`src/rtl/assert_macros.svh`:
```
// assertion macros used by the rtl back end (hsa_back)
`ifndef ASSERT_MACROS_SVH
`define ASSERT_MACROS_SVH
`ifndef ASSERT_OFF
`define ASSERT_HOLDS(label, clk, rst_n, cond) \
	label: assert property (@(posedge clk) disable iff (!rst_n) (cond)) \
		else $error("assertion failed: invariant");
`define ASSERT_NEXT(label, clk, rst_n, ante, cons) \
	label: assert property (@(posedge clk) disable iff (!rst_n) (ante) |=> (cons)) \
		else $error("assertion failed: next-cycle check");
`else
`define ASSERT_HOLDS(label, clk, rst_n, cond)
`define ASSERT_NEXT(label, clk, rst_n, ante, cons)
`endif
`endif

```
`src/rtl/hsa_pkg.sv`:
```
// shared types, widths and register codes of the hysteresis step accumulator
package hsa_pkg;

	localparam int COUNT_BITS = 48;
	localparam int MOVE_W     = 32;
	localparam int RECIP_W    = 32;
	localparam int HYST_W     = 16;
	localparam int FRAC_W     = 17;
	localparam int BAND_OUT_W = 17;
	localparam int PROD_W     = MOVE_W + RECIP_W;
	localparam int DELTA_W    = PROD_W - 16;
	localparam int SUM_W      = DELTA_W + 1;
	localparam int WHOLE_W    = SUM_W - 16 + 1;
	localparam int BAND_W     = WHOLE_W + 1;
	localparam int SAT_W      = ((COUNT_BITS > BAND_W) ? COUNT_BITS : BAND_W) + 1;
	localparam int CFG_IDX_W  = 8;
	localparam int CFG_DATA_W = 32;

	localparam logic [CFG_IDX_W-1:0] REG_STEP_RECIPROCAL  = 8'd0;
	localparam logic [CFG_IDX_W-1:0] REG_HYSTERESIS_STEPS = 8'd1;
	localparam logic [CFG_IDX_W-1:0] REG_ALLOW_POSITIVE   = 8'd2;
	localparam logic [CFG_IDX_W-1:0] REG_ALLOW_NEGATIVE   = 8'd3;

	localparam logic [RECIP_W-1:0] RECIP_RESET = 32'h0001_0000;

	typedef logic signed [MOVE_W-1:0]     movement_t;
	typedef logic signed [COUNT_BITS-1:0] count_t;
	typedef logic signed [FRAC_W-1:0]     fraction_t;
	typedef logic signed [BAND_OUT_W-1:0] band_t;
	typedef logic signed [DELTA_W-1:0]    delta_t;
	typedef logic signed [WHOLE_W-1:0]    whole_t;
	typedef logic signed [BAND_W-1:0]     band_wide_t;

	typedef struct packed {
		logic [RECIP_W-1:0] step_reciprocal;
		logic [HYST_W-1:0]  hysteresis_steps;
		logic               allow_positive;
		logic               allow_negative;
	} cfg_t;

	localparam count_t CNT_MAX = {1'b0, {(COUNT_BITS-1){1'b1}}};
	localparam count_t CNT_MIN = {1'b1, {(COUNT_BITS-1){1'b0}}};

endpackage

```
`src/rtl/hsa_if.sv`:
```
// valid/ready channel interfaces for movement beats and result beats
interface hsa_in_if import hsa_pkg::*; ();
	logic      valid;
	logic      ready;
	movement_t movement;

	modport source(output valid, output movement, input ready);
	modport sink(input valid, input movement, output ready);
endinterface

interface hsa_out_if import hsa_pkg::*; ();
	logic      valid;
	logic      ready;
	count_t    step_count;
	fraction_t step_fraction;
	band_t     dead_band;

	modport source(output valid, output step_count, output step_fraction, output dead_band,
		input ready);
	modport sink(input valid, input step_count, input step_fraction, input dead_band,
		output ready);
endinterface

```
`src/rtl/hsa_front.sv`:
```
// front end: takes movement beats and scales them into signed step deltas
module hsa_front import hsa_pkg::*; (
	input  logic                clk,
	input  logic                arst_n,
	hsa_in_if.sink              in_ch,
	input  logic [RECIP_W-1:0]  step_reciprocal,
	output logic                push_valid,
	output delta_t              push_data,
	input  logic                push_ready
);

	logic                neg;
	logic [MOVE_W-1:0]   mag;
	logic [PROD_W-1:0]   prod;
	logic                accept;
	logic                valid_s1;
	logic                neg_s1;
	logic [PROD_W-1:0]   prod_s1;
	delta_t              scaled;

	// magnitude of the movement and its product with the reciprocal
	always_comb begin
		neg  = in_ch.movement[MOVE_W-1];
		mag  = neg ? MOVE_W'(-in_ch.movement) : MOVE_W'(in_ch.movement);
		prod = PROD_W'(mag) * PROD_W'(step_reciprocal);
	end

	assign in_ch.ready = !valid_s1 || push_ready;
	assign accept      = in_ch.valid && in_ch.ready;

	// product stage valid
	always_ff @(posedge clk or negedge arst_n) begin
		if (!arst_n) begin
			valid_s1 <= 1'b0;
		end else begin
			valid_s1 <= accept || (valid_s1 && !push_ready);
		end
	end

	// product stage payload
	always_ff @(posedge clk) begin
		if (accept) begin
			neg_s1  <= neg;
			prod_s1 <= prod;
		end
	end

	// drop the low fraction bits and restore the sign
	always_comb begin
		scaled    = delta_t'(prod_s1[PROD_W-1:16]);
		push_data = neg_s1 ? -scaled : scaled;
	end

	assign push_valid = valid_s1;

endmodule

```
`src/rtl/hsa_queue.sv`:
```
// two-entry delta queue between the front end and the accumulator back end
module hsa_queue import hsa_pkg::*; (
	input  logic    clk,
	input  logic    arst_n,
	input  logic    push_valid,
	input  delta_t  push_data,
	output logic    push_ready,
	output logic    pop_valid,
	output delta_t  pop_data,
	input  logic    pop
);

	delta_t      mem_q [2];
	logic        wr_ptr_q;
	logic        rd_ptr_q;
	logic [1:0]  fill_q;
	logic        push;

	assign push_ready = (fill_q != 2'd2);
	assign pop_valid  = (fill_q != 2'd0);
	assign push       = push_valid && push_ready;
	assign pop_data   = mem_q[rd_ptr_q];

	// pointers and fill level
	always_ff @(posedge clk or negedge arst_n) begin
		if (!arst_n) begin
			wr_ptr_q <= 1'b0;
			rd_ptr_q <= 1'b0;
			fill_q   <= 2'd0;
		end else begin
			if (push) begin
				wr_ptr_q <= !wr_ptr_q;
			end
			if (pop && pop_valid) begin
				rd_ptr_q <= !rd_ptr_q;
			end
			fill_q <= fill_q + 2'(push) - 2'(pop && pop_valid);
		end
	end

	// entry storage
	always_ff @(posedge clk) begin
		if (push) begin
			mem_q[wr_ptr_q] <= push_data;
		end
	end

endmodule

```
`src/rtl/hsa_back.sv`:
```
// back end: fraction split, dead-band clamp and saturating step count
`include "assert_macros.svh"
module hsa_back import hsa_pkg::*; (
	input  logic    clk,
	input  logic    arst_n,
	input  cfg_t    cfg,
	input  logic    q_valid,
	input  delta_t  q_data,
	output logic    q_pop,
	hsa_out_if.source out_ch
);

	logic            en;
	logic            load_s1;
	logic            load_s2;
	logic            load_s3;

	fraction_t       frac_q;
	band_t           band_q;
	count_t          count_q;

	logic            valid_s1;
	whole_t          whole_s1;
	fraction_t       frac_s1;

	logic            valid_s2;
	band_wide_t      diff_s2;
	logic            commit_s2;
	fraction_t       frac_s2;
	band_t           band_s2;

	logic            valid_s3;
	fraction_t       frac_s3;
	band_t           band_s3;

	logic signed [SUM_W-1:0] sum;
	logic            round_up;
	whole_t          whole_d;
	fraction_t       frac_d;

	band_wide_t      band_sum;
	band_wide_t      hyst_w;
	band_wide_t      diff_d;
	logic            commit_d;
	band_t           band_d;
	band_t           hyst_n;

	logic signed [SAT_W-1:0] total;
	count_t          count_d;

	// whole pipeline moves when the result register is free or taken
	assign en      = !valid_s3 || out_ch.ready;
	assign q_pop   = en;
	assign load_s1 = en && q_valid;
	assign load_s2 = en && valid_s1;
	assign load_s3 = en && valid_s2;

	// fraction split, whole steps truncated toward zero
	always_comb begin
		sum      = SUM_W'(frac_q) + SUM_W'(q_data);
		round_up = sum[SUM_W-1] && (sum[15:0] != 16'd0);
		whole_d  = whole_t'($signed(sum[SUM_W-1:16])) + whole_t'(round_up);
		frac_d   = {round_up, sum[15:0]};
	end

	// dead-band clamp and the excess to commit
	always_comb begin
		band_sum = BAND_W'(band_q) + BAND_W'(whole_s1);
		hyst_w   = BAND_W'(cfg.hysteresis_steps);
		diff_d   = '0;
		commit_d = 1'b0;
		band_d   = band_sum[BAND_OUT_W-1:0];
		if (band_sum > hyst_w) begin
			diff_d   = band_sum - hyst_w;
			commit_d = cfg.allow_positive;
			band_d   = band_t'(hyst_w[BAND_OUT_W-1:0]);
		end else if (band_sum < -hyst_w) begin
			diff_d   = band_sum + hyst_w;
			commit_d = cfg.allow_negative;
			band_d   = band_t'(-hyst_w[BAND_OUT_W-1:0]);
		end
	end

	// saturating count update
	always_comb begin
		total   = SAT_W'(count_q) + SAT_W'(diff_s2);
		count_d = count_q;
		if (commit_s2) begin
			if (total > SAT_W'(CNT_MAX)) begin
				count_d = CNT_MAX;
			end else if (total < SAT_W'(CNT_MIN)) begin
				count_d = CNT_MIN;
			end else begin
				count_d = total[COUNT_BITS-1:0];
			end
		end
	end

	// accumulators and stage valids
	always_ff @(posedge clk or negedge arst_n) begin
		if (!arst_n) begin
			frac_q   <= '0;
			band_q   <= '0;
			count_q  <= '0;
			valid_s1 <= 1'b0;
			valid_s2 <= 1'b0;
			valid_s3 <= 1'b0;
		end else begin
			if (load_s1) begin
				frac_q <= frac_d;
			end
			if (load_s2) begin
				band_q <= band_d;
			end
			if (load_s3) begin
				count_q <= count_d;
			end
			if (en) begin
				valid_s1 <= q_valid;
				valid_s2 <= valid_s1;
				valid_s3 <= valid_s2;
			end
		end
	end

	// stage payloads
	always_ff @(posedge clk) begin
		if (load_s1) begin
			whole_s1 <= whole_d;
			frac_s1  <= frac_d;
		end
		if (load_s2) begin
			diff_s2   <= diff_d;
			commit_s2 <= commit_d;
			frac_s2   <= frac_s1;
			band_s2   <= band_d;
		end
		if (load_s3) begin
			frac_s3 <= frac_s2;
			band_s3 <= band_s2;
		end
	end

	assign out_ch.valid         = valid_s3;
	assign out_ch.step_count    = count_q;
	assign out_ch.step_fraction = frac_s3;
	assign out_ch.dead_band     = band_s3;

	assign hyst_n = band_t'(cfg.hysteresis_steps);

	// fraction never reaches a full step
	`ASSERT_HOLDS(a_frac_range, clk, arst_n, frac_q != {1'b1, 16'd0})
	// band lands inside the hysteresis that was in force
	`ASSERT_NEXT(a_band_clamped, clk, arst_n, load_s2,
		(band_q <= $past(hyst_n)) && (band_q >= -$past(hyst_n)))
	// a stalled result keeps its count
	`ASSERT_NEXT(a_count_held, clk, arst_n, valid_s3 && !out_ch.ready, $stable(count_q))

endmodule

```
`src/rtl/hysteresis_step_accumulator_core.sv`:
```
// top level: configuration registers, front end, delta queue and back end
// path: a taken beat passes the front-end product stage, a queue entry and back-end s1, s2 and s3
// throughput: one beat per cycle unless out_ch stalls; the 32x32 scaling multiply sits in its own stage
// the fraction, band and count recurrences each close through their own register in the back end
// reset: arst_n clears accumulators, pipeline valids and queue; registers take defaults
module hysteresis_step_accumulator_core import hsa_pkg::*; (
	input  logic                   clk,
	input  logic                   arst_n,
	input  logic                   cfg_we,
	input  logic [CFG_IDX_W-1:0]   cfg_index,
	input  logic [CFG_DATA_W-1:0]  cfg_data,
	hsa_in_if.sink                 in_ch,
	hsa_out_if.source              out_ch
);

	cfg_t    cfg_q;
	logic    push_valid;
	delta_t  push_data;
	logic    push_ready;
	logic    q_valid;
	delta_t  q_data;
	logic    q_pop;

	// configuration register writes
	always_ff @(posedge clk or negedge arst_n) begin
		if (!arst_n) begin
			cfg_q.step_reciprocal  <= RECIP_RESET;
			cfg_q.hysteresis_steps <= '0;
			cfg_q.allow_positive   <= 1'b1;
			cfg_q.allow_negative   <= 1'b1;
		end else if (cfg_we) begin
			case (cfg_index)
				REG_STEP_RECIPROCAL: begin
					cfg_q.step_reciprocal <= cfg_data[RECIP_W-1:0];
				end
				REG_HYSTERESIS_STEPS: begin
					cfg_q.hysteresis_steps <= cfg_data[HYST_W-1:0];
				end
				REG_ALLOW_POSITIVE: begin
					cfg_q.allow_positive <= cfg_data[0];
				end
				REG_ALLOW_NEGATIVE: begin
					cfg_q.allow_negative <= cfg_data[0];
				end
				default: begin
				end
			endcase
		end
	end

	hsa_front u_front (
		.clk             (clk),
		.arst_n          (arst_n),
		.in_ch           (in_ch),
		.step_reciprocal (cfg_q.step_reciprocal),
		.push_valid      (push_valid),
		.push_data       (push_data),
		.push_ready      (push_ready)
	);

	hsa_queue u_queue (
		.clk        (clk),
		.arst_n     (arst_n),
		.push_valid (push_valid),
		.push_data  (push_data),
		.push_ready (push_ready),
		.pop_valid  (q_valid),
		.pop_data   (q_data),
		.pop        (q_pop)
	);

	hsa_back u_back (
		.clk     (clk),
		.arst_n  (arst_n),
		.cfg     (cfg_q),
		.q_valid (q_valid),
		.q_data  (q_data),
		.q_pop   (q_pop),
		.out_ch  (out_ch)
	);

endmodule

```
`src/flat_wrapper.sv`:
```
// flat-port wrapper written by rule: the top's interface ports become plain ports
module hysteresis_step_accumulator_core_flat import hsa_pkg::*;
  (clk, arst_n, cfg_we, cfg_index, cfg_data, in_ch_valid, in_ch_movement, in_ch_ready, out_ch_valid, out_ch_step_count, out_ch_step_fraction, out_ch_dead_band, out_ch_ready);
  hsa_in_if in_ch_i ();
  hsa_out_if out_ch_i ();
  input  logic clk;
  input  logic arst_n;
  input  logic cfg_we;
  input  logic [CFG_IDX_W-1:0] cfg_index;
  input  logic [CFG_DATA_W-1:0] cfg_data;
  input wire logic [$bits(in_ch_i.valid)-1:0] in_ch_valid;
  input wire logic [$bits(in_ch_i.movement)-1:0] in_ch_movement;
  output wire logic [$bits(in_ch_i.ready)-1:0] in_ch_ready;
  output wire logic [$bits(out_ch_i.valid)-1:0] out_ch_valid;
  output wire logic [$bits(out_ch_i.step_count)-1:0] out_ch_step_count;
  output wire logic [$bits(out_ch_i.step_fraction)-1:0] out_ch_step_fraction;
  output wire logic [$bits(out_ch_i.dead_band)-1:0] out_ch_dead_band;
  input wire logic [$bits(out_ch_i.ready)-1:0] out_ch_ready;
  assign in_ch_i.valid = in_ch_valid;
  assign in_ch_i.movement = in_ch_movement;
  assign in_ch_ready = in_ch_i.ready;
  assign out_ch_valid = out_ch_i.valid;
  assign out_ch_step_count = out_ch_i.step_count;
  assign out_ch_step_fraction = out_ch_i.step_fraction;
  assign out_ch_dead_band = out_ch_i.dead_band;
  assign out_ch_i.ready = out_ch_ready;
  hysteresis_step_accumulator_core u_core (.clk(clk), .arst_n(arst_n), .cfg_we(cfg_we), .cfg_index(cfg_index), .cfg_data(cfg_data), .in_ch(in_ch_i), .out_ch(out_ch_i));
endmodule
```
`config.mk`:
```
export PLATFORM = sky130hd
export DESIGN_NAME = hysteresis_step_accumulator_core_flat
export DESIGN_NICKNAME = d
export VERILOG_FILES = /design/src/rtl/hsa_pkg.sv /design/src/rtl/hsa_if.sv /design/src/rtl/hsa_front.sv /design/src/rtl/hsa_queue.sv /design/src/rtl/hsa_back.sv /design/src/rtl/hysteresis_step_accumulator_core.sv /design/src/flat_wrapper.sv
export VERILOG_INCLUDE_DIRS = /design/src /design/src/rtl
export SDC_FILE = /design/constraint.sdc
export NUM_CORES = 2
export LEC_CHECK = 0
export BUFFER_PORTS_ARGS = -buffer_cell sky130_fd_sc_hd__clkbuf_2
export CAP_MARGIN = 10
export CORE_AREA = 2 2 304 456
export DETAILED_ROUTE_END_ITERATION = 7
export DIE_AREA = 0 0 306 458
export PLACE_DENSITY = 0.66
export SLEW_MARGIN = 20
export SYNTH_ARGS = -nofsm -noshare
export SYNTH_HDL_FRONTEND = slang
export SYNTH_SLANG_ARGS = --single-unit
```
`constraint.sdc`:
```
create_clock -name clk -period 7.58 [get_ports clk]
set_input_delay 0.379 -clock clk [delete_from_list [all_inputs] [get_ports clk]]
set_output_delay 0.379 -clock clk [all_outputs]
set_load 0.01 [all_outputs]
```
==> results summary <==
The clock arrives with 0.0322 ns of skew. In this run the critical register-to-register path is launched from u_core.cfg_q[24]. The maximum level of the CTS H-tree is 2. The maximum fanout along the worst path came out at 5.

The clock latency reported for the late side of the worst-skew pair is 0.67 ns. The synthesized instance count is 6357. The net count of the mapped netlist is 7799. Global routing used 25.5% of the available tracks. Across all setup checks in the final design, the least slack found is -1.52 ns. The setup-violating endpoint count in the final report came out at 43. The fraction of post-synthesis cell area in the top cell type by area is 29.6%.

The number of storage elements in the synthesis netlist is 440. The DRC violation total after the first TritonRoute iteration is 2836. Across the run, the number of max-cap violations was 0. Summing the sequential cell areas from Yosys gives 20.5% of the chip area. The overall die area is 140000 µm². In this run the critical register-to-register path is captured at u_core.u_front.prod_s1[48]. In the final routed layout, each cell accounts on average for 20.6 µm. The largest individual stage delay along the critical path comes from the cell sky130_fd_sc_hd__fa_2. The static leakage came out at 33.5 nW. The data required time at the worst endpoint is 7.97 ns.

The first detailed-routing pass took 6 iterations. In this run the core area contains 166 standard-cell rows. In the synthesized netlist the dominant register cell turns out to be sky130_fd_sc_hd__edfxtp_1. The worst setup path is of the in2reg kind.

The post-synthesis cell type count is 108. For the pin with the worst max-slew slack, the measured transition is 1.06 ns. The vertical die dimension is 458 µm. The max-slew violation total from the final report is 0. The flow ran to the end, but the final reports show violations.

Sorting the synthesized cells by area gives the leading types as sky130_fd_sc_hd__fa_1, sky130_fd_sc_hd__edfxtp_1, sky130_fd_sc_hd__ha_1. The number of clock sinks came out at 440. The total number of nets in the final design came out at 8212. The startpoint identified for the worst hold timing path is cfg_data[9]. Setup repair after global routing could not meet its margin everywhere.

The remaining global-route overflow came out at 0. The number of ports placed on the die boundary is 161. In this run the worst hold path is classified as in2reg. The most repeated cell in the gate-level netlist after synthesis is sky130_fd_sc_hd__inv_1. The horizontal extent of the die is 306 µm. In the routed design, unresolved DRC markers number 0. The mean cell area of the mapped netlist came out at 9.58 µm². The upper clock frequency limit came out at 110 MHz. The netlist area before placement came out at 60900 µm². The final wirelength is 177000 µm. The checks that failed: setup timing. After detailed placement, the total cell area comes to 66900 µm². The number of CTS-inserted buffers is 48. The tree is rooted in a sky130_fd_sc_hd__clkbuf_16. The number of antenna violations at the first check in global routing came out at 12. Dividing the detail-routed via count by the number of cells gives 5.48.

The share of the clock period used by the worst path after layout is 120%. The maximum number of pins on one net before global-route repair is 89. STA classifies the critical path endpoint as a register. The worst register-to-register path has a setup slack of -0.28 ns.

The via count of the first global-routing pass came out at 50400. The worst-case vdd ir drop came out at 259 µV. The layout cell share with drive strength beyond 1 came out at 16.4%. Ranked by instance count, the synthesized netlist is headed by sky130_fd_sc_hd__inv_1, sky130_fd_sc_hd__fa_1, sky130_fd_sc_hd__nand2_1, sky130_fd_sc_hd__and2_1, sky130_fd_sc_hd__ha_1. Compared with the post-synthesis result, the final layout area differs by 15.1%. For this run, the slowest stage of the critical path takes 0.60 ns. Power spread over the standard cell area amounts to 385 nW/µm². The share of flip-flops with an asynchronous set or reset came out at 31.8%.

Detailed routing placed a total of 95900 µm of wire on met2. The largest total area in the synthesized netlist belongs to sky130_fd_sc_hd__fa_1. The final hold violation count is 0. The count of buffers from port buffering came out at 160. The kind of start point of the critical path is an input pin. Clock-pin slew was measured on the worst setup and hold paths at 0.07 ns. The overall via count from detail_route is 47000. The core box area is 136000 µm². The effective utilization at floorplan came out at 44.8%. At the worst endpoint, the arrival time is 9.50 ns.

The minimum setup slack after placement came out at -2.63 ns. The worst pin sits at a relative slew slack of 29.0%. The cell that appears most often on the critical path is sky130_fd_sc_hd__fa_1.

The cell depth of the worst flop-to-flop path is 26. The detailed router put a total of 59300 µm of wire on met1. At the end of routability-driven placement, the weighted congestion stood at 0.998. The highest metal layer carrying signal wires in the routed design is met5. After detailed routing, the met3 layer carries 6540 µm of wire. Counting flops with a built-in enable in the synthesized netlist gives 300.

For the finished layout, the period the worst path requires is 9.10 ns. The global-route wire length before repair came out at 277000 µm. The worst hold path terminates at u_core.cfg_q[11]. The CTS tree is built. The post-placement cell count is 8418. The count of cells along the worst hold path came out at 2. The number of antenna-violating nets in the routed design came out at 0. The placed wire-length estimate is 148000 µm.

The final standard cell count with taps included and fillers excluded is 8580. The maximum clock path buffer count came out at 3. Hold timing on the final database bottoms out at a slack of 0.0492 ns. The number of warnings issued by yosys is 0. The final non-filler cell area came out at 70100 µm².
-- how the worst max path moves through the flow --
stage | end | from | depth (start not counted)
after floorplan | u_core.u_front.prod_s1[51] | in_ch_movement[5] | 34
after global placement | u_core.u_front.prod_s1[63] | in_ch_movement[5] | 36
final | u_core.u_front.prod_s1[48] | in_ch_movement[5] | 37
after detailed placement | u_core.u_front.prod_s1[62] | in_ch_movement[5] | 36
after CTS | u_core.u_front.prod_s1[49] | in_ch_movement[5] | 36
after global routing | u_core.u_front.prod_s1[60] | in_ch_movement[5] | 37
-- area by class of cell --
cell class	instances	area [µm²]
timing repair buffer	672	5210
clock inverter	36	370
sequential	440	12500
antenna	6	15.0
fill	12300	66000
inverter	987	3700
multi-input combinational	4621	44800
tap	1764	2210
clock buffer	54	1260
-- per-stage QoR --
step / utilization, % / power (mW) / setup TNS [ns]
floorplan: - / 17.9 / -56.33
global placement: 49.2 / 23.5 / -94.16
detailed placement: 49.2 / 23.8 / -97.18
CTS: 51.1 / 26.7 / -47.62
global route: 51.5 / 29.3 / -61.96
finish: 51.5 / 27.0 / -49.26
-- metal layers --
metal  vias up  global-route usage, %
li1      21400                      -
met3       638                   2.61
met2      1437                   48.8
met4         6                   18.3
met1     23500                   25.3
met5         -                      0
-- repair_timing --
item	in CTS	in global routing
hold buffers	25	0
cloned	2	2
endpoints found under the hold margin	71	0
pin swaps	75	68
gates resized for setup	119	88
endpoints found under the setup margin	47	48
setup buffers	20	23
-- cells by family (layout without fill, tap and decap cells) --
| family | after synthesis | after routing | synth area share [%] |
|---|---|---|---|
| xor+xnor | 273 | 274 | 3.95 |
| buf+inv | 1297 | 1749 | 8.08 |
| simple gates | 1931 | 1931 | 16.0 |
| compound gates | 912 | 912 | 9.74 |
| fa+ha+maj | 1366 | 1366 | 39.2 |
| mux | 138 | 138 | 2.50 |
| flops | 440 | 440 | 20.5 |
| other cells | 0 | 6 | 0 |
-- power by group --
group	leakage [nW]	internal [mW]	switching [mW]
sequential	4.68	4.34	0.652
clock	0.798	1.33	1.12
combinational	28.0	7.95	11.6
total	33.5	13.6	13.4
-- placed cells by master (no fill, tap or decap), types with 136 or more instances in the layout --
cell type,netlist,layout
sky130_fd_sc_hd__inv_1,987,962
sky130_fd_sc_hd__fa_1,900,881
sky130_fd_sc_hd__nand2_1,745,734
sky130_fd_sc_hd__and2_1,613,595
sky130_fd_sc_hd__ha_1,465,443
sky130_fd_sc_hd__buf_4,5,427
sky130_fd_sc_hd__edfxtp_1,300,300
sky130_fd_sc_hd__a21oi_1,241,218
sky130_fd_sc_hd__o21ai_0,205,188
sky130_fd_sc_hd__nor2_1,195,187
sky130_fd_sc_hd__xnor2_1,193,160
sky130_fd_sc_hd__clkbuf_2,1,158
sky130_fd_sc_hd__dfrtp_1,137,136
-- flip-flops by register name, indices dropped and copies added, names as in the netlist --
signal                              count
u_core.u_back.band_s2                  17
u_core.u_back.out_ch.step_count        48
u_core.u_back.valid_s2                  1
u_core.u_back.out_ch.step_fraction     17
u_core.u_back.out_ch.valid              1
u_core.u_queue.mem_q                   96
u_core.u_back.frac_s2                  17
u_core.u_back.band_q                   17
u_core.u_queue.rd_ptr_q                 1
u_core.cfg_q                           50
u_core.u_queue.fill_q                   2
u_core.u_back.out_ch.dead_band         17
u_core.u_back.valid_s1                  1
u_core.u_back.frac_s1                  17
u_core.u_front.push_valid               1
u_core.u_back.whole_s1                 34
u_core.u_queue.wr_ptr_q                 1
u_core.u_back.commit_s2                 1
u_core.u_back.frac_q                   17
u_core.u_back.diff_s2                  35
u_core.u_front.neg_s1                   1
u_core.u_front.prod_s1                 48
-- worst max-delay path, delay by kind of cell --
kind	cells	cell delay (ns)
simple gates	10	2.41
fa+ha+maj	9	4.26
xor+xnor	2	0.28
compound gates	9	1.53
buf+inv	7	0.61
Note: power is estimated with default switching activity, not from simulation.
